### config.mk
export PLATFORM = sky130hd
export DESIGN_NAME = swtc_div
export DESIGN_NICKNAME = d
export VERILOG_FILES = /design/src/hw/rtl/swtc_pkg.sv /design/src/hw/rtl/swtc_div.sv
export SDC_FILE = /design/constraint.sdc
export NUM_CORES = 1
export LEC_CHECK = 0
export ABC_AREA = 1
export BUFFER_PORTS_ARGS = -buffer_cell sky130_fd_sc_hd__buf_2
export CAP_MARGIN = 20
export CORE_ASPECT_RATIO = 0.75
export CORE_MARGIN = 2
export CORE_UTILIZATION = 30
export DETAILED_ROUTE_END_ITERATION = 7
export PLACE_DENSITY_LB_ADDON = 0.2
export SYNTH_ARGS = -nofsm -noshare
export SYNTH_HDL_FRONTEND = slang
export SYNTH_SLANG_ARGS = --single-unit
export TNS_END_PERCENT = 20
### constraint.sdc
create_clock -name clk_i -period 3.3 [get_ports clk_i]
set_input_delay 0.165 -clock clk_i [delete_from_list [all_inputs] [get_ports clk_i]]
set_output_delay 0.165 -clock clk_i [all_outputs]
set_load 0.01 [all_outputs]
### src/hw/rtl/swtc_pkg.sv
// shared types, constants and the reference sine generator of the tone correlator
// no dependencies
package swtc_pkg;

  localparam int unsigned WINDOW_MAX_DEF  = 4096;
  localparam int unsigned TABLE_BITS_DEF  = 10;
  localparam int unsigned SAMPLE_BITS_DEF = 16;

  localparam int unsigned CFG_IDX_W  = 8;
  localparam int unsigned CFG_DATA_W = 32;
  localparam int unsigned WLEN_W     = 13;
  localparam int unsigned ACC_W      = 64;
  localparam int unsigned EN_W       = 48;
  localparam int unsigned QUO_W      = 26;
  localparam int unsigned SQ_W       = 52;
  localparam int unsigned AMP_W      = 24;
  localparam logic [12:0] FILL_MAX   = 13'h1FFF;
  localparam logic [63:0] PI_Q30     = 64'd3373259426;
  localparam logic [63:0] ONE_Q30    = 64'd1 << 30;

  // configuration register indexes
  typedef enum logic [CFG_IDX_W-1:0] {
    CFG_BLOCK_LEN  = 8'd0,
    CFG_PHASE_STEP = 8'd1,
    CFG_WINDOW_LEN = 8'd2,
    CFG_LAG_START  = 8'd3
  } cfg_idx_e;

  typedef enum logic [3:0] {
    ST_IDLE,
    ST_PHASE,
    ST_ROM,
    ST_MUL,
    ST_ACC,
    ST_FIN,
    ST_DIV,
    ST_SQ0,
    ST_SQ1,
    ST_ROOT,
    ST_OUT
  } state_e;

  // status of one serial arithmetic unit
  typedef struct packed {
    logic             done;
    logic [QUO_W-1:0] value;
  } unit_res_t;

  // q15 sine of u/2^(tb-2) quarter turns, series evaluated at elaboration
  function automatic logic [15:0] quarter_sin(input int unsigned u, input int unsigned tb);
    logic [63:0] x;
    logic [63:0] x2;
    logic [63:0] r;
    logic [63:0] s;
    x  = (64'(u) * (PI_Q30 >> 1)) >> (tb - 2);
    x2 = (x * x) >> 30;
    r  = ONE_Q30;
    r  = ONE_Q30 - ((r * x2) >> 30) / 64'd110;
    r  = ONE_Q30 - ((r * x2) >> 30) / 64'd72;
    r  = ONE_Q30 - ((r * x2) >> 30) / 64'd42;
    r  = ONE_Q30 - ((r * x2) >> 30) / 64'd20;
    r  = ONE_Q30 - ((r * x2) >> 30) / 64'd6;
    s  = (r * x) >> 30;
    s  = (s + 64'd16384) >> 15;
    if (s > 64'd32767) begin
      s = 64'd32767;
    end
    return s[15:0];
  endfunction

endpackage

### src/hw/rtl/swtc_div.sv
// bit-serial normalizing divider: floor(|acc| * 2^23 / den), capped at 2^25
// depends on swtc_pkg
module swtc_div (
  input  logic                                 clk_i,
  input  logic                                 rst_ni,
  input  logic                                 start_i,
  input  logic signed [swtc_pkg::ACC_W-1:0]    acc_i,
  input  logic [swtc_pkg::EN_W-1:0]            den_i,
  output swtc_pkg::unit_res_t                  res_o
);

  localparam int unsigned QB = swtc_pkg::QUO_W - 1;

  logic                            busy_q, busy_d;
  logic                            done_q, done_d;
  logic [4:0]                      cnt_q, cnt_d;
  logic [swtc_pkg::EN_W-1:0]       rem_q, rem_d;
  logic [QB-1:0]                   sh_q, sh_d;
  logic [swtc_pkg::QUO_W-1:0]      quo_q, quo_d;
  logic [swtc_pkg::ACC_W-1:0]      mag;
  logic [swtc_pkg::EN_W:0]         trial;
  logic                            qbit;

  // magnitude and one restoring step
  always_comb begin
    mag   = acc_i[swtc_pkg::ACC_W-1] ? (~acc_i + 64'd1) : acc_i;
    trial = {rem_q, sh_q[QB-1]};
    qbit  = (trial >= {1'b0, den_i});
  end

  // sequencing of the quotient bits
  always_comb begin
    busy_d = busy_q;
    done_d = done_q;
    cnt_d  = cnt_q;
    rem_d  = rem_q;
    sh_d   = sh_q;
    quo_d  = quo_q;
    if (start_i) begin
      done_d = 1'b0;
      cnt_d  = '0;
      quo_d  = '0;
      if (mag >= {14'd0, den_i, 2'b00}) begin
        quo_d  = swtc_pkg::QUO_W'(1) << QB;
        done_d = 1'b1;
        busy_d = 1'b0;
      end else begin
        rem_d  = mag[swtc_pkg::EN_W+1:2];
        sh_d   = {mag[1:0], 23'd0};
        busy_d = 1'b1;
      end
    end else if (busy_q) begin
      rem_d = qbit ? swtc_pkg::EN_W'(trial - {1'b0, den_i}) : trial[swtc_pkg::EN_W-1:0];
      quo_d = {quo_q[swtc_pkg::QUO_W-2:0], qbit};
      sh_d  = {sh_q[QB-2:0], 1'b0};
      cnt_d = cnt_q + 5'd1;
      if (cnt_q == 5'(QB - 1)) begin
        busy_d = 1'b0;
        done_d = 1'b1;
      end
    end
  end

  always_ff @(posedge clk_i or negedge rst_ni) begin
    if (!rst_ni) begin
      busy_q <= 1'b0;
      done_q <= 1'b0;
      cnt_q  <= '0;
    end else begin
      busy_q <= busy_d;
      done_q <= done_d;
      cnt_q  <= cnt_d;
    end
  end

  always_ff @(posedge clk_i) begin
    rem_q <= rem_d;
    sh_q  <= sh_d;
    quo_q <= quo_d;
  end

  assign res_o.done  = done_q;
  assign res_o.value = quo_q;

endmodule

# Word level (Yosys, flattened, before mapping)
# Index checks and enable logic that the tools add are counted.
[classes] add_sub_neg=3 order_cmp=2 n_eq_ne=2 mux=21 bitwise=1 reduce_logical=4
[ops] operator="$mux W48" count=4
[ops] operator="$mux W26" count=3
[ops] operator="$mux W25" count=3
[ops] operator="$add A64 B1 Y64 const B" count=1
[ops] operator="$ge A64 B50 Y1" count=1
[ops] operator="$mux W64" count=1
[ops] operator="$not A64 Y64" count=1
[ops] operator="$ge A49 B48 Y1" count=1
[ops] operator="$sub A48 B48 Y48" count=1
[ops] operator="$mux W5" count=2
[ops] operator="$mux W1" count=8
[ops] operator="$add A5 B1 Y5 const B" count=1
[ops] operator="$eq A5 B5 Y1 const B" count=1
[ops] operator="$reduce_and A2 Y1" count=2
[ops] operator="$reduce_bool A2 Y1" count=2
[ops] operator="$ne A2 B2 Y1 const B" count=1
[word_totals] regBits=106 word_cells=39

# Logic depth before layout (Yosys ltp)
[logic_depth] word_depth=6 ltp_mapped=25 ltp_nobuf=25

# Worst setup path before layout
# Ideal clock, no wire load.
[synth_timing] path_type="input to register" from="in acc_i[63] (netlist bit)" to="reg rem_q[0] (netlist bit), enable pin" setup_ns=0.409 arrival_time_ns=3.506 required_ns=2.891 path_slack_ns=-0.615 stages=24 cell_sequence="buf_2 buf_2 buf_2 clkbuf_1 o21ai_0 xnor2_1 ha_1 nand2_1 nor2_1 o21ai_0 nand3_1 nand2_1 nand2_1 nand2_1 nand2_1 nand2_1 nand2_1 nand2_1 nand2_1 nand2_1 nand2_1 nand2_1 nand2_1 nand2_1"
[synth_between] elab_chain_cells=6
[synth_rtl] element="start, declared" line="swtc_div.sv:7" rtl="input logic signed [swtc_pkg::ACC_W-1:0] acc_i,"
[synth_rtl] element="$not A64 Y64" line="swtc_div.sv:26" rtl="mag = acc_i[swtc_pkg::ACC_W-1] ? (~acc_i + 64'd1) : acc_i;"
[synth_rtl] element="$add A64 B1 Y64" line="swtc_div.sv:26"
[synth_rtl] element="$mux W64 (*)" line="swtc_div.sv:26"
[synth_rtl] element="$ge A64 B50 Y1 (*)" line="swtc_div.sv:43" rtl="if (mag >= {14'd0, den_i, 2'b00}) begin"
[synth_rtl] element="$ne A2 B2 Y1 (no source line) (*)"
[synth_rtl] element="$reduce_and A2 Y1 (no source line) (*)"
[synth_rtl] element="end signal, assigned" line="swtc_div.sv:77" rtl="rem_q <= rem_d;"
[synth_rtl] element="end, declared" line="swtc_div.sv:17" rtl="logic [swtc_pkg::EN_W-1:0] rem_q, rem_d;"
# Mark *: on every way between the ends. The rest lies on a longest branch, timed or not.
# A chain may end at the register's enable or synchronous reset.

# Worst setup path after layout
[layout_timing] from="in acc_i[6] (netlist bit)" to="reg rem_q[8] (netlist bit), enable pin"
# Same word-level chain as after synthesis.

==> summary.txt <==
Logic synthesis
  • Cell area after synthesis: 10900 um2
  • Synth area leaders: edfxtp_1 21%, nand2_1 16%, ha_1 11%, nor2_1 9.8%, inv_1 8.3%
  • Syn. warnings: 0
  • #FFs+latches synth: a little over 80
  • Top FF cell, synth: edfxtp_1
  • Post-synth EDFFs: 76
  • Synth Area per Inst: roughly 6.3 um2
  • Adder-cell share of the synthesized area: 0.116
  • Post-synthesis sequential area ratio: 0.226
  • Mux contribution to synthesized area: 0
  • Complex-gate fraction of the synthesized area: 0.126
  • Synth area leader: edfxtp_1
  • Synth Area in Simple Gates: 0.358
  • Distinct cells, synth: 51
  • Most common library cells after synthesis: 463 x nand2_1, 285 x nor2_1, 240 x inv_1
  • Largest family of logic cells by synthesized area: simple AND/OR/NAND/NOR gates
  • Synthesized instance count: approximately 1700
  • Syn Nets: just under 2000
  • Asr flop ratio synth: 0.0843
  • XOR/XNOR share of the synthesized area: 0.0685
  • Top cell type's share of synthesized area: 0.210
  • Top-count cell post-synth: nand2_1

Final layout
  • NumNets Final: 2198
  • Area occupied by registers: roughly 2500 um2
  • Multi-input logic area: 7370 um2
  • Layout Area Growth over Synthesis: 24.2%
  • Post-route cell area: roughly 14000 um2
  • Layout cells sized above 1: 0.186
  • Diode count: 0
  • Final Util: 0.377
  • Fillers: roughly 3900

Timing
  • Tcrit/Tclk final: 0.940
  • Relative slew slack: 0.523
  • Finish-stage setup viols: 0
  • Fin. max-slew vios: 0
  • Number of hold violations in the final report: 0
  • Final Critical Period: 3.10 ns
  • Worst slew pin tran: ~0.71 ns
  • RSZ-0062 raised after global routing: true
  • F_max: 0.322 GHz
  • Layout Skew: 0.0143 ns

Route
  • Final ANT Viol Nets: 0
  • Vias: ~12000
  • DR DRC count: 0
  • WL per Instance: 17.1 um
  • DR pass1 iterations: 5
  • Routed wire length: about 42000 um
  • Vias per inst: about 4.9
  • DRT iter0 DRCs: approximately 1100

Place
  • PortBufs: 141
  • Gpl congestion: 0.936
  • Placed Area: 13100 um2
  • Dpl hpwl: 35500 um

Critical path
  • Reg-to-reg critical path startpoint: rem_q[6]
  • Reg2reg path depth: 15
  • Capturing point of the worst reg2reg path: rem_q[25]
  • Critical path type: input pin to flop
  • Worst Setup Start Kind: input pin
  • Critical Path RT: ~3.4 ns
  • Crit end category: flop
  • CP Max Fanout: 16
  • R2R setup slack: 0.26 ns
  • Critical path arrival: 3.18 ns

Global route
  • Vias in the first global route: about 11000
  • Largest net degree at the start of global routing: 58
  • Global-route wire length before repair: between 60000 and 70000 um
  • Total global routing track utilization: 0.220
  • Initial antenna violation count: 0
  • GRT overflow: 0

Flow run
  • Max_cap viols: 0

Power
  • Leak: ~6.6 nW
  • Cell Pwr Density: between 300 and 400 nW/um2
  • Worst ir drop on vdd: ~230 uV

Clock network
  • Reg clk slew, reported paths: 0.07 ns
  • CTS Buf Count: 9
  • Sink Count: 83
  • CTS root buf: clkbuf_16
  • Worst-case clock buffer depth: 2
  • H-tree depth: 3
  • Worst-Skew Late Latency: approximately 0.36 ns
  • CTS tree: done

Floorplan
  • Die area: around 38000 um2
  • Width of the die: approximately 220 um
  • Die Ht: about 170 um
  • Initial Util: 0.304
  • Io pins: about 140
  • Core area: between 30000 and 40000 um2
  • Row count: 60

Run status
  • Status: finished clean

Min path
  • Tightest Hold Check Type: input pin to async pin
how the worst max path moves through the flow:
stage,from,end,slack (ns)
6_report,acc_i[6],rem_q[8],0.20
5_1_grt,acc_i[1],rem_q[8],-0.07
4_1_cts,acc_i[1],rem_q[44],0.04
3_5_place_dp,acc_i[2],rem_q[44],-0.31
3_3_place_gp,acc_i[1],rem_q[42],-0.24
2_1_floorplan,acc_i[63],rem_q[0],0.09
through the flow:
step                      setup slack [ns]  instances  power, mW  TNS (ns)  hold WS [ns]
after floorplan                     0.0942       1717       2.39         0        -0.131
after global placement              -0.242       2432       3.06    -10.98        0.0141
after detailed placement            -0.310       2432       3.07    -14.41        0.0164
after CTS                           0.0409       2449       4.12         0         0.178
after global routing               -0.0732       2453       4.39     -2.43         0.209
final                                0.198       2453       4.14         0         0.184
layout by cell type, fill, tap and decap left out, drive strengths merged, types with 9 or more instances in the layout:
cell / synthesis / layout
a21o: 12 / 12
a21oi: 89 / 89
buf: 22 / 291
clkbuf: 14 / 9
edfxtp: 76 / 76
ha: 99 / 99
inv: 243 / 247
nand2: 468 / 468
nand3: 96 / 96
nand4: 39 / 39
nor2: 296 / 296
nor3: 24 / 24
o21ai: 87 / 87
o21bai: 12 / 12
xnor2: 36 / 36
xor2: 49 / 49
what timing repair did:
| action | in CTS | in global routing |
|---|---|---|
| setup endpoints to repair | 0 | 55 |
| setup buffers | 0 | 4 |
| endpoints found under the hold margin | 7 | 0 |
| gates resized for setup | 0 | 20 |
| hold buffers | 1 | 0 |
area by class of cell:
class,count,area share
inverters,243,0.0675
well taps,465,0.0431
multi-input cells,1354,0.546
flip-flops and latches,83,0.182
repair buffers,292,0.140
clock buffers,9,0.0167
clock inverters,7,0.00482
flip-flops by register name, indices dropped and copies added (netlist names):
name    count
busy_q      1
cnt_q       5
quo_q      26
sh_q        2
done_q      1
rem_q      48
critical path, cell delays in order:
cell	delay, ns
buf_2	0.11
nor2_1	0.18
buf_4	0.14
nand2_1	0.04
nor2_1	0.10
nand2_1	0.07
buf_4	0.14
nor2_1	0.22
nor2_1	0.12
a21oi_2	0.26
xor2_2	0.26
ha_1	0.29
a21oi_1	0.14
o21ai_0	0.10
a221oi_1	0.21
nand2_1	0.09
nand2_1	0.06
nand2_1	0.09
nand2_4	0.18
buf_12	0.19
report_power, final:
| part | internal (mW) | total (mW) | switching, mW |
|---|---|---|---|
| logic | 0.688 | 1.81 | 1.12 |
| registers | 1.25 | 1.29 | 0.0412 |
| clock network | 0.532 | 1.04 | 0.510 |
routing by layer:
layer  GRT usage  vias up  share of wire
li1            -     6088              -
met1       0.348     5589           0.51
met2       0.310      408           0.39
met3      0.0292       30          0.079
met4      0.0443        0          0.012
met5           0        -              0
logic make-up (layout without fill, tap and decap cells):
| kind of cell | count (synthesis) | after routing |
|---|---|---|
| compound gates | 234 | 234 |
| xor+xnor | 85 | 85 |
| fa+ha+maj | 100 | 100 |
| buf+inv | 280 | 551 |
| flops | 83 | 83 |
| simple gates | 935 | 935 |
(Power assumes the default switching activity.)
