===== src/hw/rtl/swtc_pkg.sv =====
// shared types, constants and the reference sine generator of the tone correlator
// no dependencies
package swtc_pkg;

  localparam int unsigned WINDOW_MAX_DEF  = 4096;
  localparam int unsigned TABLE_BITS_DEF  = 10;
  localparam int unsigned SAMPLE_BITS_DEF = 16;

  localparam int unsigned CFG_IDX_W  = 8;
  localparam int unsigned CFG_DATA_W = 32;
  localparam int unsigned WLEN_W     = 13;
  localparam int unsigned ACC_W      = 64;
  localparam int unsigned EN_W       = 48;
  localparam int unsigned QUO_W      = 26;
  localparam int unsigned SQ_W       = 52;
  localparam int unsigned AMP_W      = 24;
  localparam logic [12:0] FILL_MAX   = 13'h1FFF;
  localparam logic [63:0] PI_Q30     = 64'd3373259426;
  localparam logic [63:0] ONE_Q30    = 64'd1 << 30;

  // configuration register indexes
  typedef enum logic [CFG_IDX_W-1:0] {
    CFG_BLOCK_LEN  = 8'd0,
    CFG_PHASE_STEP = 8'd1,
    CFG_WINDOW_LEN = 8'd2,
    CFG_LAG_START  = 8'd3
  } cfg_idx_e;

  typedef enum logic [3:0] {
    ST_IDLE,
    ST_PHASE,
    ST_ROM,
    ST_MUL,
    ST_ACC,
    ST_FIN,
    ST_DIV,
    ST_SQ0,
    ST_SQ1,
    ST_ROOT,
    ST_OUT
  } state_e;

  // status of one serial arithmetic unit
  typedef struct packed {
    logic             done;
    logic [QUO_W-1:0] value;
  } unit_res_t;

  // q15 sine of u/2^(tb-2) quarter turns, series evaluated at elaboration
  function automatic logic [15:0] quarter_sin(input int unsigned u, input int unsigned tb);
    logic [63:0] x;
    logic [63:0] x2;
    logic [63:0] r;
    logic [63:0] s;
    x  = (64'(u) * (PI_Q30 >> 1)) >> (tb - 2);
    x2 = (x * x) >> 30;
    r  = ONE_Q30;
    r  = ONE_Q30 - ((r * x2) >> 30) / 64'd110;
    r  = ONE_Q30 - ((r * x2) >> 30) / 64'd72;
    r  = ONE_Q30 - ((r * x2) >> 30) / 64'd42;
    r  = ONE_Q30 - ((r * x2) >> 30) / 64'd20;
    r  = ONE_Q30 - ((r * x2) >> 30) / 64'd6;
    s  = (r * x) >> 30;
    s  = (s + 64'd16384) >> 15;
    if (s > 64'd32767) begin
      s = 64'd32767;
    end
    return s[15:0];
  endfunction

endpackage


===== src/hw/rtl/swtc_sqrt.sv =====
// serial integer square root, two radicand bits per cycle
// depends on swtc_pkg
module swtc_sqrt (
  input  logic                        clk_i,
  input  logic                        rst_ni,
  input  logic                        start_i,
  input  logic [swtc_pkg::SQ_W-1:0]   val_i,
  output swtc_pkg::unit_res_t         res_o
);

  localparam int unsigned W = swtc_pkg::SQ_W;

  logic           busy_q, busy_d;
  logic           done_q, done_d;
  logic [W-1:0]   v_q, v_d;
  logic [W-1:0]   r_q, r_d;
  logic [W-1:0]   b_q, b_d;
  logic [W-1:0]   rb;

  // one digit of the root per cycle
  always_comb begin
    busy_d = busy_q;
    done_d = done_q;
    v_d    = v_q;
    r_d    = r_q;
    b_d    = b_q;
    rb     = r_q + b_q;
    if (start_i) begin
      v_d    = val_i;
      r_d    = '0;
      b_d    = W'(1) << (W - 2);
      busy_d = 1'b1;
      done_d = 1'b0;
    end else if (busy_q) begin
      if (v_q >= rb) begin
        v_d = v_q - rb;
        r_d = (r_q >> 1) + b_q;
      end else begin
        r_d = r_q >> 1;
      end
      b_d = b_q >> 2;
      if (b_q[0]) begin
        busy_d = 1'b0;
        done_d = 1'b1;
      end
    end
  end

  always_ff @(posedge clk_i or negedge rst_ni) begin
    if (!rst_ni) begin
      busy_q <= 1'b0;
      done_q <= 1'b0;
    end else begin
      busy_q <= busy_d;
      done_q <= done_d;
    end
  end

  always_ff @(posedge clk_i) begin
    v_q <= v_d;
    r_q <= r_d;
    b_q <= b_d;
  end

  assign res_o.done  = done_q;
  assign res_o.value = r_q[swtc_pkg::QUO_W-1:0];

endmodule


===== config.mk =====
export PLATFORM = sky130hd
export DESIGN_NAME = swtc_sqrt
export DESIGN_NICKNAME = d
export VERILOG_FILES = /design/src/hw/rtl/swtc_pkg.sv /design/src/hw/rtl/swtc_sqrt.sv
export SDC_FILE = /design/constraint.sdc
export NUM_CORES = 1
export LEC_CHECK = 0
export ABC_AREA = 1
export BUFFER_PORTS_ARGS = -buffer_cell sky130_fd_sc_hd__buf_4
export CAP_MARGIN = 40
export CORE_MARGIN = 2
export CORE_UTILIZATION = 35
export CTS_CLUSTER_SIZE = 40
export DETAILED_ROUTE_END_ITERATION = 16
export GPL_ROUTABILITY_DRIVEN = 0
export PLACE_DENSITY = 0.57
export RECOVER_POWER = 100
export REMOVE_ABC_BUFFERS = 1
export SETUP_SLACK_MARGIN = 0.1
export SYNTH_ARGS = -nofsm -noshare
export SYNTH_HDL_FRONTEND = slang
export SYNTH_SLANG_ARGS = --single-unit

===== constraint.sdc =====
create_clock -name clk_i -period 6.3 [get_ports clk_i]
set_clock_uncertainty 0.05 [all_clocks]
set_input_delay 0 -clock clk_i [delete_from_list [all_inputs] [get_ports clk_i]]
set_output_delay 0 -clock clk_i [all_outputs]
set_load 0.01 [all_outputs]

; Word level (Yosys, flattened, before mapping)
; Cells that the tools add are included.
[word_totals]
latch_bits = 0
ramBits = 0
mem_count = 0
regBits = 132
mem_bits_ro = 0
input_bits = 55
[classes]
n_lt_le_gt_ge = 1
n_shift = 0
reduce_logical = 5
addsub = 3
div_mod_pow = 0
bitwise_logic = 0
eq_ne = 0
mux = 10
n_mul = 0
[ops]
columns = operator, count
row1 = $mux 52, 4
row2 = $add 51x51->52, 1
row3 = $add 52x51->52, 1
row4 = $ge 52x52->1, 1
row5 = $sub 52x52->52, 1
row6 = $mux 1, 6
row7 = $reduce_bool 2->1, 3
row8 = $reduce_and 2->1, 2

; Depth between registers and ports, before layout
; Gate-level depths: netlist (run 1).
[logic_depth]
depth_word = 5
mapped_depth = 28
ltp_nobuf = 27

; Least setup slack after synthesis (run 1)
; OpenSTA, ideal clock, no wires.
[synth_path]
path_kind = register -> register
startpoint = register b_q[0]
endpoint = register v_q[0] (enable)
period_less_slack_ps = 4855
path_stages_with_launch = 23
arrival_time_ps = 4394
setup_slack_ps = 1445
t_required_ps = 5839
cell_sequence = dfxtp_1 > ha_1 > ha_1 > nand2_1 > a21oi_1 > nand2_1 > nand2_1 > nand2_1 > o21ai_2 > nand2_1 > nand2_1 > a21oi_1 > xor2_1 > ha_1 > nand2_1 > nor2_1 > nand2_1 > nor2_1 > nand4_4 > nand3_4 > buf_6 > nand2_1 > nand2_1
[synth_between]
elab_chain_len = 4
[synth_rtl]
columns = element, line_no
row1 = from (decl), swtc_sqrt.sv:17  ; logic [W-1:0] b_q, b_d;
row2 = from (signal assigned), swtc_sqrt.sv:62  ; b_q <= b_d;
row3 = $add 52x51->52, swtc_sqrt.sv:27  ; rb = r_q + b_q;
row4 = $ge 52x52->1, swtc_sqrt.sv:35  ; if (v_q >= rb) begin
row5 = $reduce_bool 2->1 (no source line), n/a
row6 = $reduce_and 2->1 (no source line), n/a
row7 = to (signal assigned), swtc_sqrt.sv:60  ; v_q <= v_d;
row8 = to (decl), swtc_sqrt.sv:15  ; logic [W-1:0] v_q, v_d;
; Every way passes these cells.
; A chain may end at the register's enable or synchronous reset.

; Final worst setup path (run 1)
[layout_path]
startpoint = register b_q[0]
endpoint = register r_q[33]
[layout_between]
elab_chain_len = 3
word_cells_on_any_way = 4
[layout_rtl]
columns = element, line_no
row1 = $add 52x51->52, swtc_sqrt.sv:27
row2 = $ge 52x52->1, swtc_sqrt.sv:35
row3 = $mux 52 (*), swtc_sqrt.sv:35
row4 = to (signal assigned), swtc_sqrt.sv:61  ; r_q <= r_d;
row5 = to (decl), swtc_sqrt.sv:16  ; logic [W-1:0] r_q, r_d;
; Every way passes the cells marked *; elsewhere a longest branch is shown, timed or not.

==> impl_summary.txt, run 1 <==
----------------------------------------------------
[Routing]
  First drt pass iteration count ... 5
  DRC violations left ... 0
  Wirelength per Cell ... 17.6 microns
  Routed via count ... 18,235
  Starting DRT DRC Count ... 1,485
  Final wirelength ... 60,700 microns
  Post-detailed-route count of antenna-violating nets ... 0
  Vias per cell ... 5.29

[Worst hold path]
  Hold path endpoint ... v_q[7]$_DFFE_PP_
  Hold Startpoint ... start_i
  Count of cells along the worst hold path ... 3
  Type of the tightest min-delay check ... in2reg

[Yosys]
  Seq/Total Area, Yosys ... 20.2%
  Number of flip-flops and latches in the synthesized netlist ... 132
  Average cell area after synthesis ... 5.74 sq um
  Most used flip-flop cell after synthesis ... dfxtp_1
  Number of enable flip-flop cells after synthesis ... 52
  Distinct cell type count after synthesis ... 47
  Yosys warning count ... 0
  FFs w/ async S/R, synth ... 1.52%
  Post-synthesis instance total ... 2,744
  Post-synthesis cell area ... 0.0157 sq mm

[Power and ir drop]
  Internal ... 3.38 mW
  Total power consumption of the routed design ... 7.31 mW
  Cell Pwr Density ... 411 mW/mm^2
  Logic pwr share ... 65.2%
  Clock power frac ... 13.1%
  Total leakage power ... 8.09 nW
  Switching share of total power ... 53.7%
  IR drop worst, VDD ... 0.000319 V
  Share of total power in sequential cells ... 21.6%
  Net switching power ... 3.93 mW

[Clock network]
  Number of buffers added for setup after CTS ... 0
  Clock tree sinks ... 132
  Clock tree from TritonCTS ... built
  Longest Clk Path Bufs ... 2
  Level count of the clock H-tree ... 4
  Hold buffers post-CTS ... 59
  Clk Latency, worst-skew pair ... 470 ps
  CTS root buffer ... clkbuf_16
  Clock slew at the register clock pins of the worst setup and hold paths ... 70 ps
  Cells resized by post-CTS repair ... 0
  Clock buffers created by TritonCTS ... 17

[Layout]
  Share of final-layout standard cells stronger than drive strength 1 ... 4.59%
  Final std cell area, no fill ... 0.0178 sq mm
  Layout overhead on the synthesized area ... 13.0%
  Commonest cells after routing, fill and taps aside ... nand2_1 (904), inv_1 (433), nor2_1 (272), nand3_1 (227)
  Ant. Diodes ... 0
  Util after Layout ... 40.1%
  Post-layout nets ... 3,004
  Leading cell type in the layout, fill and taps excluded ... nand2_1

[Timing]
  Number of hold violations in the final report ... 0
  Number of endpoints failing setup at the final stage ... 0
  Setup repair after global routing missed its margin ... no
  Worst hold margin ... 39.2 ps
  Slew at the pin closest to its max-slew limit ... 2250 ps
  Worst slew margin relative to its limit ... -50.2%
  Max-slew violations ... 79
  Min Tclk post-route ... 5530 ps
  Achievable Freq ... 181 MHz
  Share of the clock period used by the worst path ... 87.8%
  Sum of negative setup slack ... 0 ps

[Outcome]
  Outcome ... complete, but fails checks
  Violated checks ... capacitance limit, slew limit

[Die]
  Initial core utilization ... 35.5%
  Top-level I/O count ... 82
  Die width ... 216 microns
  Number of placement rows ... 77
  Core area ... 0.0443 sq mm
  Floorplan die height ... 216 microns
  Die ar. ... 0.0467 sq mm

[GRT]
  First-pass GRT wire length ... 94,200 microns
  Number of global-route vias before repair ... 17,509
  Antenna violations before repair ... 0
  Maximum number of pins on one net before global-route repair ... 70
  Overflow left after global routing ... 0
  Global-route usage over all layers ... 25.9%

[Critical path]
  Critical path data arrival time ... 5810 ps
  Delay of the slowest critical-path stage ... 590 ps
  Category of the most critical setup path ... reg2reg
  Data required time of the critical path ... 6580 ps
  End of the worst register-to-register path ... r_q[33]$_SDFFE_PP0P_
  Internal reg-to-reg setup slack ... 770 ps
  Type of element launching the critical path ... flop
  Maximum net fanout on the critical path ... 69
  Cell count of the worst reg-to-reg path ... 27
  Cell occurring most often along the worst timing path ... nand2_1
  Crit path launch ... b_q[0]$_SDFFE_PP0P_
  Critical path capture point type ... flop
  Library cell contributing the largest single delay on the critical path ... o21ai_0
  Reg2Reg Launch Point ... b_q[0]$_SDFFE_PP0P_

[Placement]
  Port buffer count ... 81
  Cell area reported after detailed placement ... 0.0168 sq mm
  Post-detail-place hpwl ... 49,000 microns

[Job]
  Number of maximum-capacitance violations ... 2

----------------------------------------------------
[cell families after synthesis]
group           synth area share (%)
compound gates                  12.5
fa+ha+maj                       8.55
xor+xnor                        4.17
flops                           20.2
buf+inv                         13.3
simple gates                    41.4
[layer usage]
layer / vias to the layer above / share of wire (%) / GRT usage, % / routed length, microns
li1: 9016 / - / - / -
met1: 8397 / 44 / 33.0 / 26600
met2: 665 / 46 / 42.7 / 27800
met3: 157 / 5.6 / 3.56 / 3420
met4: 0 / 4.9 / 13.2 / 2960
met5: - / 0 / 0 / 0
[power by group through the flow]
| stage | Sequential, mW | Clock, mW | Combinational, mW |
|---|---|---|---|
| final | 1.58 | 0.958 | 4.77 |
| after global routing | 1.61 | 1.01 | 5.33 |
| after CTS | 1.57 | 0.983 | 4.73 |
| after detailed placement | 1.59 | 0 | 4.67 |
| after global placement | 1.58 | 0 | 4.62 |
| after floorplan | 1.46 | 0 | 3.32 |
[synth_stat cells, types with 3 or more instances]
cell / n / area share [%]
a31oi_1: 7 / 0.28
o21bai_1: 19 / 0.91
clkbuf_1: 28 / 0.67
edfxtp_1: 52 / 9.9
xor2_1: 40 / 2.2
nor2_2: 4 / 0.16
buf_2: 5 / 0.16
inv_2: 8 / 0.19
xnor2_1: 35 / 1.9
o31ai_1: 4 / 0.19
nand3b_1: 6 / 0.29
nor2_1: 274 / 6.5
nor3_1: 28 / 0.89
and2_1: 9 / 0.36
ha_1: 106 / 8.4
o21ai_1: 15 / 0.48
nand2_1: 904 / 22
nand3_1: 226 / 7.2
a21o_1: 6 / 0.29
buf_6: 6 / 0.43
inv_1: 433 / 10
a21oi_1: 142 / 4.5
buf_4: 28 / 1.3
nand4_1: 73 / 2.9
o21ai_0: 132 / 4.2
dfxtp_1: 78 / 9.9
buf_1: 7 / 0.17
o22ai_1: 26 / 1.0
o21a_1: 4 / 0.19
nand2_2: 3 / 0.12
or2_2: 14 / 0.56
nor4_1: 4 / 0.16
[per-stage QoR]
step | worst slack [ps] | instances
6_report | 769 | 3447
5_1_grt | 434 | 3447
4_1_cts | 1280 | 3447
3_5_place_dp | 1310 | 3356
3_3_place_gp | 1320 | 3355
2_1_floorplan | 768 | 2670
[critical path: cells and delay by family (launching register included)]
family,cells,cell delay (ps)
xor gates and xnor gates,1,130
adders and majority gates,3,910
and+or+nand+nor,18,2250
AOI/OAI and AO/OA,2,830
DFF,1,430
buffers and inverters,3,720
[flip-flops by register name, summed over array words and instances (netlist names)]
signal	flops
v_q	52
done_q	1
busy_q	1
r_q	52
b_q	26
[final cells by class]
| type | count | area, sq um |
|---|---|---|
| fillers | 4989 | 26500 |
| multi-input cells | 2097 | 10500 |
| flip-flops and latches | 132 | 3170 |
| inverters | 441 | 1660 |
| repair buffers | 153 | 1210 |
| well taps | 592 | 741 |
| clock buffers | 20 | 447 |
| clock inverters | 12 | 95.1 |
[how the worst max path moves through the flow]
stage | end | slack (ps) | cells after the start
after global routing | r_q[36]$_SDFFE_PP0P_ | 430 | 27
after floorplan | v_q[0]$_DFFE_PP_ | 770 | 23
after detailed placement | v_q[45]$_DFFE_PP_ | 1310 | 26
after CTS | v_q[50]$_DFFE_PP_ | 1280 | 26
final | r_q[33]$_SDFFE_PP0P_ | 770 | 27
after global placement | v_q[48]$_DFFE_PP_ | 1320 | 23
Note: power is estimated with default switching activity, not from simulation.
==> run 2, diff against run 1 <==
clock period = 7.01 ns   (was 6.3 ns; I/O delays follow)
==> impl_summary.txt, run 2 (synthesis results as in run 1) <==
----------------------------------------------------
[Outcome]
  Outcome ... complete, but fails checks
  Violated checks ... capacitance limit, slew limit

[Timing]
  Worst hold margin ... 14.2 ps
  Share of the clock period used by the worst path ... 85.0%
  Achievable Freq ... 168 MHz
  Sum of negative setup slack ... 0 ps
  Number of endpoints failing setup at the final stage ... 0
  Setup repair after global routing missed its margin ... no
  Number of hold violations in the final report ... 0
  Slew at the pin closest to its max-slew limit ... 2300 ps
  Min Tclk post-route ... 5960 ps
  Worst slew margin relative to its limit ... -53.4%
  Max-slew violations ... 76

[GRT]
  GR met3 Demand/Resource ... 3.07%
  Number of global-route vias before repair ... 17,531
  First-pass GRT wire length ... 93,700 microns
  Met1 Resource Use GR ... 33.6%
  Met2 usage in global routing ... 42.2%
  Global-route usage over all layers ... 25.9%
  Most utilized layer in the global route result ... met2
  Overflow left after global routing ... 0
  Antenna violations before repair ... 0
  Maximum number of pins on one net before global-route repair ... 49

[Layout]
  Commonest cells after routing, fill and taps aside ... nand2_1 (903), inv_1 (434), nor2_1 (273), nand3_1 (227), o21ai_0 (144)
  Ant. Diodes ... 0
  Layout overhead on the synthesized area ... 13.8%
  Post-layout nets ... 3,009
  Largest registers in the final layout ... r_q (52), v_q (52), b_q (26)
  Share of final-layout standard cells stronger than drive strength 1 ... 4.69%
  Leading cell type in the layout, fill and taps excluded ... nand2_1

[Routing]
  Routed via count ... 18,181
  Starting DRT DRC Count ... 1,664
  Vias per cell ... 5.27
  DRC violations left ... 0
  Wirelength per Cell ... 17.6 microns
  First drt pass iteration count ... 5
  Final wirelength ... 60,800 microns
  Post-detailed-route count of antenna-violating nets ... 0

[Clock network]
  Longest Clk Path Bufs ... 2
  Clk Latency, worst-skew pair ... 470 ps
  Clock buffers created by TritonCTS ... 17
  Clock tree sinks ... 132
  Clock tree from TritonCTS ... built
  Level count of the clock H-tree ... 4
  CTS root buffer ... clkbuf_16
  Clock slew at the register clock pins of the worst setup and hold paths ... 70 ps
  Number of buffers added for setup after CTS ... 0
  Cells resized by post-CTS repair ... 0
  Hold buffers post-CTS ... 63

[Power and ir drop]
  Total power consumption of the routed design ... 6.67 mW
  IR drop worst, VDD ... 0.000289 V
  Total leakage power ... 8.16 nW
  Cell Pwr Density ... 372 mW/mm^2

[Die]
  Core area ... 0.0443 sq mm
  Floorplan die height ... 216 microns
  Die width ... 216 microns
  Number of placement rows ... 77
  Top-level I/O count ... 82
  Initial core utilization ... 35.5%
  Die ar. ... 0.0467 sq mm

[Critical path]
  Type of element launching the critical path ... flop
  Critical path capture point type ... flop
  Data required time of the critical path ... 7060 ps
  Critical path data arrival time ... 6010 ps
  Category of the most critical setup path ... reg2reg
  Maximum net fanout on the critical path ... 35

[Job]
  Number of maximum-capacitance violations ... 2

[Placement]
  Port buffer count ... 81
  Post-detail-place hpwl ... 49,000 microns

[Worst hold path]
  Type of the tightest min-delay check ... in2reg

----------------------------------------------------
==> run 2: cell count changes in the layout (fill, tap and decap cells not counted), sizes merged <==
cell,delta
bufinv,+3
clkinv,-1
clkinvlp,-2
inv,+2
dlygate4sd3,+4
clkbuf,-1
==> run 2: final cells by class <==
cell class / count / area [sq um]
flip-flops and latches: 132 / 3170
clock inverters: 14 / 191
well taps: 592 / 741
inverters: 441 / 1660
repair buffers: 158 / 1230
fillers: 4917 / 26400
multi-input cells: 2097 / 10500
clock buffers: 18 / 439
==> run 2: worst max-delay path, cell delays in order, from the launching register on <==
cell and delay, ps:
dfxtp_1 430, ha_1 270, ha_1 270, nand2_1 80
a21oi_1 250, nand2_1 90, nand2_1 60, nand2_1 90
o21ai_0 590, nand2_1 100, nand2_1 190, nand2_1 70
nand3_1 170, xor2_1 130, ha_1 380, nand2_1 100
inv_1 90, nand3_1 170, nor2_1 190, nand2_1 110
nor2_1 190, nand4_4 90, buf_4 300, nand3_4 380
nand2_1 120, nand2_2 90, clkbuf_2 510
==> run 2: final timing paths <==
| kind | start | to | slack [ps] | cells past startpoint |
|---|---|---|---|---|
| max | b_q[0]$_SDFFE_PP0P_ | v_q[17]$_DFFE_PP_ | 1050 | 26 |
| min | start_i | v_q[5]$_DFFE_PP_ | 10 | 3 |
| max reg2reg | b_q[0]$_SDFFE_PP0P_ | v_q[17]$_DFFE_PP_ | 1050 | 26 |
| min reg2reg | r_q[0]$_SDFFE_PP0P_ | r_q[0]$_SDFFE_PP0P_ | 440 | 2 |
| max in group asynchronous | rst_ni | busy_q$_DFF_PN0_ | 6420 | 3 |
| min in group asynchronous | rst_ni | done_q$_DFFE_PN0P_ | 360 | 3 |
==> run 2: per-stage QoR <==
step                util (%)  instance area (sq um)  setup slack (ps)  std cells
floorplan                  -                  15300              1480       2670
global placement        37.8                  16800              1650       3356
detailed placement      37.8                  16800              1650       3357
CTS                     40.7                  18000              1610       3452
global route            40.4                  17900               664       3452
finish                  40.4                  17900              1050       3452
==> run 2: power breakdown <==
| part | internal (mW) | switching, mW |
|---|---|---|
| Clock | 0.580 | 0.415 |
| Combinational | 1.41 | 2.83 |
| Sequential | 1.14 | 0.287 |
==> run 2: routing by layer <==
metal | vias up | part of all wire, % | routed length (microns)
li1 | 9006 | - | -
met1 | 8323 | 44 | 26600
met2 | 684 | 45 | 27500
met3 | 168 | 5.8 | 3530
met4 | 0 | 5.1 | 3110
met5 | - | 0 | 0
==> run 3, diff against run 2 <==
ABC_AREA = 0   (was 1)
PLACE_DENSITY = 0.59   (was 0.57)
clock period = 5.44 ns   (was 7.01 ns; I/O delays follow)
==> impl_summary.txt, run 3 <==
----------------------------------------------------
[GRT]
  Global-route usage over all layers ... 20.3%
  Maximum number of pins on one net before global-route repair ... 63
  Number of global-route vias before repair ... 11,412
  Antenna violations before repair ... 0
  Overflow left after global routing ... 0
  First-pass GRT wire length ... 62,000 microns

[Layout]
  Ant. Diodes ... 0
  Layout filler cell count ... 3,594
  Register cell area after layout ... 0.00318 sq mm
  Final std cell area, no fill ... 0.0150 sq mm
  Largest registers in the final layout ... r_q (52), v_q (52), b_q (26)
  Util after Layout ... 42.3%
  Area of combinational cells with multiple inputs ... 0.00885 sq mm
  Commonest cells after routing, fill and taps aside ... nor2_1 (166), nand2_1 (165), a21oi_1 (118), o21ai_0 (108), buf_4 (107)
  Share of final-layout standard cells stronger than drive strength 1 ... 13.4%
  Layout overhead on the synthesized area ... 19.4%
  Post-layout nets ... 1,860
  Leading cell type in the layout, fill and taps excluded ... nor2_1

[Routing]
  DRC violations left ... 0
  First drt pass iteration count ... 6
  Final wirelength ... 38,900 microns
  Routed via count ... 12,217
  Vias per cell ... 5.62
  Wirelength per Cell ... 17.9 microns
  Starting DRT DRC Count ... 975
  Post-detailed-route count of antenna-violating nets ... 0

[Die]
  Core area ... 0.0354 sq mm
  Number of placement rows ... 69
  Die width ... 193 microns
  Initial core utilization ... 35.4%
  Top-level I/O count ... 82
  Die ar. ... 0.0373 sq mm
  Floorplan die height ... 193 microns

[Clock network]
  Clock tree sinks ... 132
  Longest Clk Path Bufs ... 2
  Clock tree from TritonCTS ... built
  Clock buffers created by TritonCTS ... 17
  Clock slew at the register clock pins of the worst setup and hold paths ... 60 ps
  CTS root buffer ... clkbuf_16
  Clk Latency, worst-skew pair ... 440 ps
  Level count of the clock H-tree ... 4

[Timing]
  Max-slew violations ... 53
  Setup repair after global routing missed its margin ... no
  Worst hold margin ... 334 ps
  Slew at the pin closest to its max-slew limit ... 2090 ps
  Share of the clock period used by the worst path ... 95.7%
  Worst slew margin relative to its limit ... -39.4%
  Number of endpoints failing setup at the final stage ... 0
  Number of hold violations in the final report ... 0
  Min Tclk post-route ... 5210 ps
  Achievable Freq ... 192 MHz
  Setup slack of the critical path after layout ... 233 ps

[Power and ir drop]
  Logic pwr share ... 63.9%
  Share of total power in sequential cells ... 21.7%
  Switching share of total power ... 47.3%
  IR drop worst, VDD ... 0.000205 V
  Total power consumption of the routed design ... 7.91 mW
  Clock power frac ... 14.4%
  Total leakage power ... 5.93 nW
  Internal ... 4.17 mW
  Net switching power ... 3.74 mW
  Cell Pwr Density ... 529 mW/mm^2

[Yosys]
  Post-synthesis cell area ... 0.0125 sq mm
  Average cell area after synthesis ... 7.94 sq um
  Most common cell in the synthesized netlist ... nor2_1
  Yosys warning count ... 0
  FFs w/ async S/R, synth ... 1.52%
  Number of enable flip-flop cells after synthesis ... 52
  Distinct cell type count after synthesis ... 86
  Seq/Total Area, Yosys ... 25.3%
  Ranking of synthesized cells by area ... dfxtp_1 (12%), edfxtp_1 (12%), ha_1 (11%)
  Number of flip-flops and latches in the synthesized netlist ... 132
  Post-synthesis instance total ... 1,579
  Library cell with the largest summed area after synthesis ... dfxtp_1
  Area share of the largest cell type after synthesis ... 12.5%
  Leading post-synthesis cells by instance count ... nor2_1 (166), nand2_1 (165), a21oi_1 (122)
  Most used flip-flop cell after synthesis ... dfxtp_1

[Placement]
  Cell area reported after detailed placement ... 0.0137 sq mm
  Worst slack, placed ... -161 ps
  Post-detail-place hpwl ... 29,000 microns
  Port buffer count ... 81

[Worst hold path]
  Type of the tightest min-delay check ... in2reg

[Critical path]
  Maximum net fanout on the critical path ... 13
  Internal reg-to-reg setup slack ... 230 ps
  Data required time of the critical path ... 5740 ps
  Type of element launching the critical path ... flop
  Critical path data arrival time ... 5510 ps
  Critical path capture point type ... flop
  Category of the most critical setup path ... reg2reg

[Outcome]
  Outcome ... complete, but fails checks
  Violated checks ... capacitance limit, slew limit

[Job]
  Number of maximum-capacitance violations ... 1

----------------------------------------------------
==> run 3: repair_timing <==
item                       CTS  global route
setup endpoints to repair   89           114
gates cloned                 0             2
hold endpoints to repair    71             0
resized for setup            8            41
setup buffers                1             5
hold buffers                55             0
pin swaps                    2            11
==> run 3: final cells by class <==
class	count	area share [%]
Clock buffer	20	3.19
Tap cell	461	3.86
Clock inverter	12	0.602
Multi-Input combinational cell	1302	59.1
Sequential cell	132	21.2
Timing Repair Buffer	205	11.0
Inverter	40	1.00
==> run 3: per-stage QoR <==
step / cells / TNS [ps]
3_3_place_gp: 2077 / -76.8
4_1_cts: 2165 / 0
2_1_floorplan: 1474 / -165530
6_report: 2172 / 0
5_1_grt: 2172 / 0
3_5_place_dp: 2077 / -2470
==> run 3: path summary, 6_finish.rpt <==
kind	start	cells past startpoint	to
worst min-delay path	val_i[3]	4	v_q[3]$_DFFE_PP_
min in group asynchronous	rst_ni	3	busy_q$_DFF_PN0_
max in group asynchronous	rst_ni	3	busy_q$_DFF_PN0_
worst max register to register	b_q[16]$_SDFFE_PP0P_	22	r_q[33]$_SDFFE_PP0P_
worst min register to register	r_q[0]$_SDFFE_PP0P_	2	r_q[0]$_SDFFE_PP0P_
worst max-delay path	b_q[16]$_SDFFE_PP0P_	22	r_q[33]$_SDFFE_PP0P_
==> run 3: worst max-delay path, cell delays in order (launching register included) <==
cell	delay, ps
dfxtp_1	350
ha_1	400
nand4_1	190
or3_1	400
o2bb2ai_1	310
o21ai_1	180
nand2_1	140
a21oi_2	90
o21ai_1	210
nand2_1	100
xor2_1	170
ha_1	380
nand2_1	120
nor4_2	270
buf_4	170
inv_1	40
o211ai_1	250
or2_4	200
o211a_4	210
nor2_8	80
clkbuf_16	180
or3_1	350
a311oi_1	260
==> run 3: cell families (layout without fill, tap and decap cells) <==
kind of cell / after synthesis / in the layout / synth area share, %
compound gates: 537 / 537 / 28.6
simple gates: 502 / 502 / 18.4
buf+inv: 145 / 277 / 5.58
flops: 132 / 132 / 25.3
xor+xnor: 114 / 114 / 7.97
fa+ha+maj: 107 / 107 / 10.7
mux: 42 / 42 / 3.44
==> run 3: routing by layer <==
layer | part of all wire, % | up-vias | track usage, %
li1 | - | 6103 | -
met1 | 49 | 5686 | 29.6
met2 | 44 | 366 | 31.1
met3 | 4.5 | 62 | 2.72
met4 | 2.6 | 0 | 6.36
met5 | 0 | - | 0
==> run 3: power by group through the flow <==
stage               logic [mW]  clock network, mW  registers (mW)
floorplan                 3.31                  0            1.69
global placement          4.62                  0            1.72
detailed placement        4.68                  0            1.71
CTS                       4.79               1.17            1.71
global route              5.57               1.20            1.76
finish                    5.05               1.14            1.72
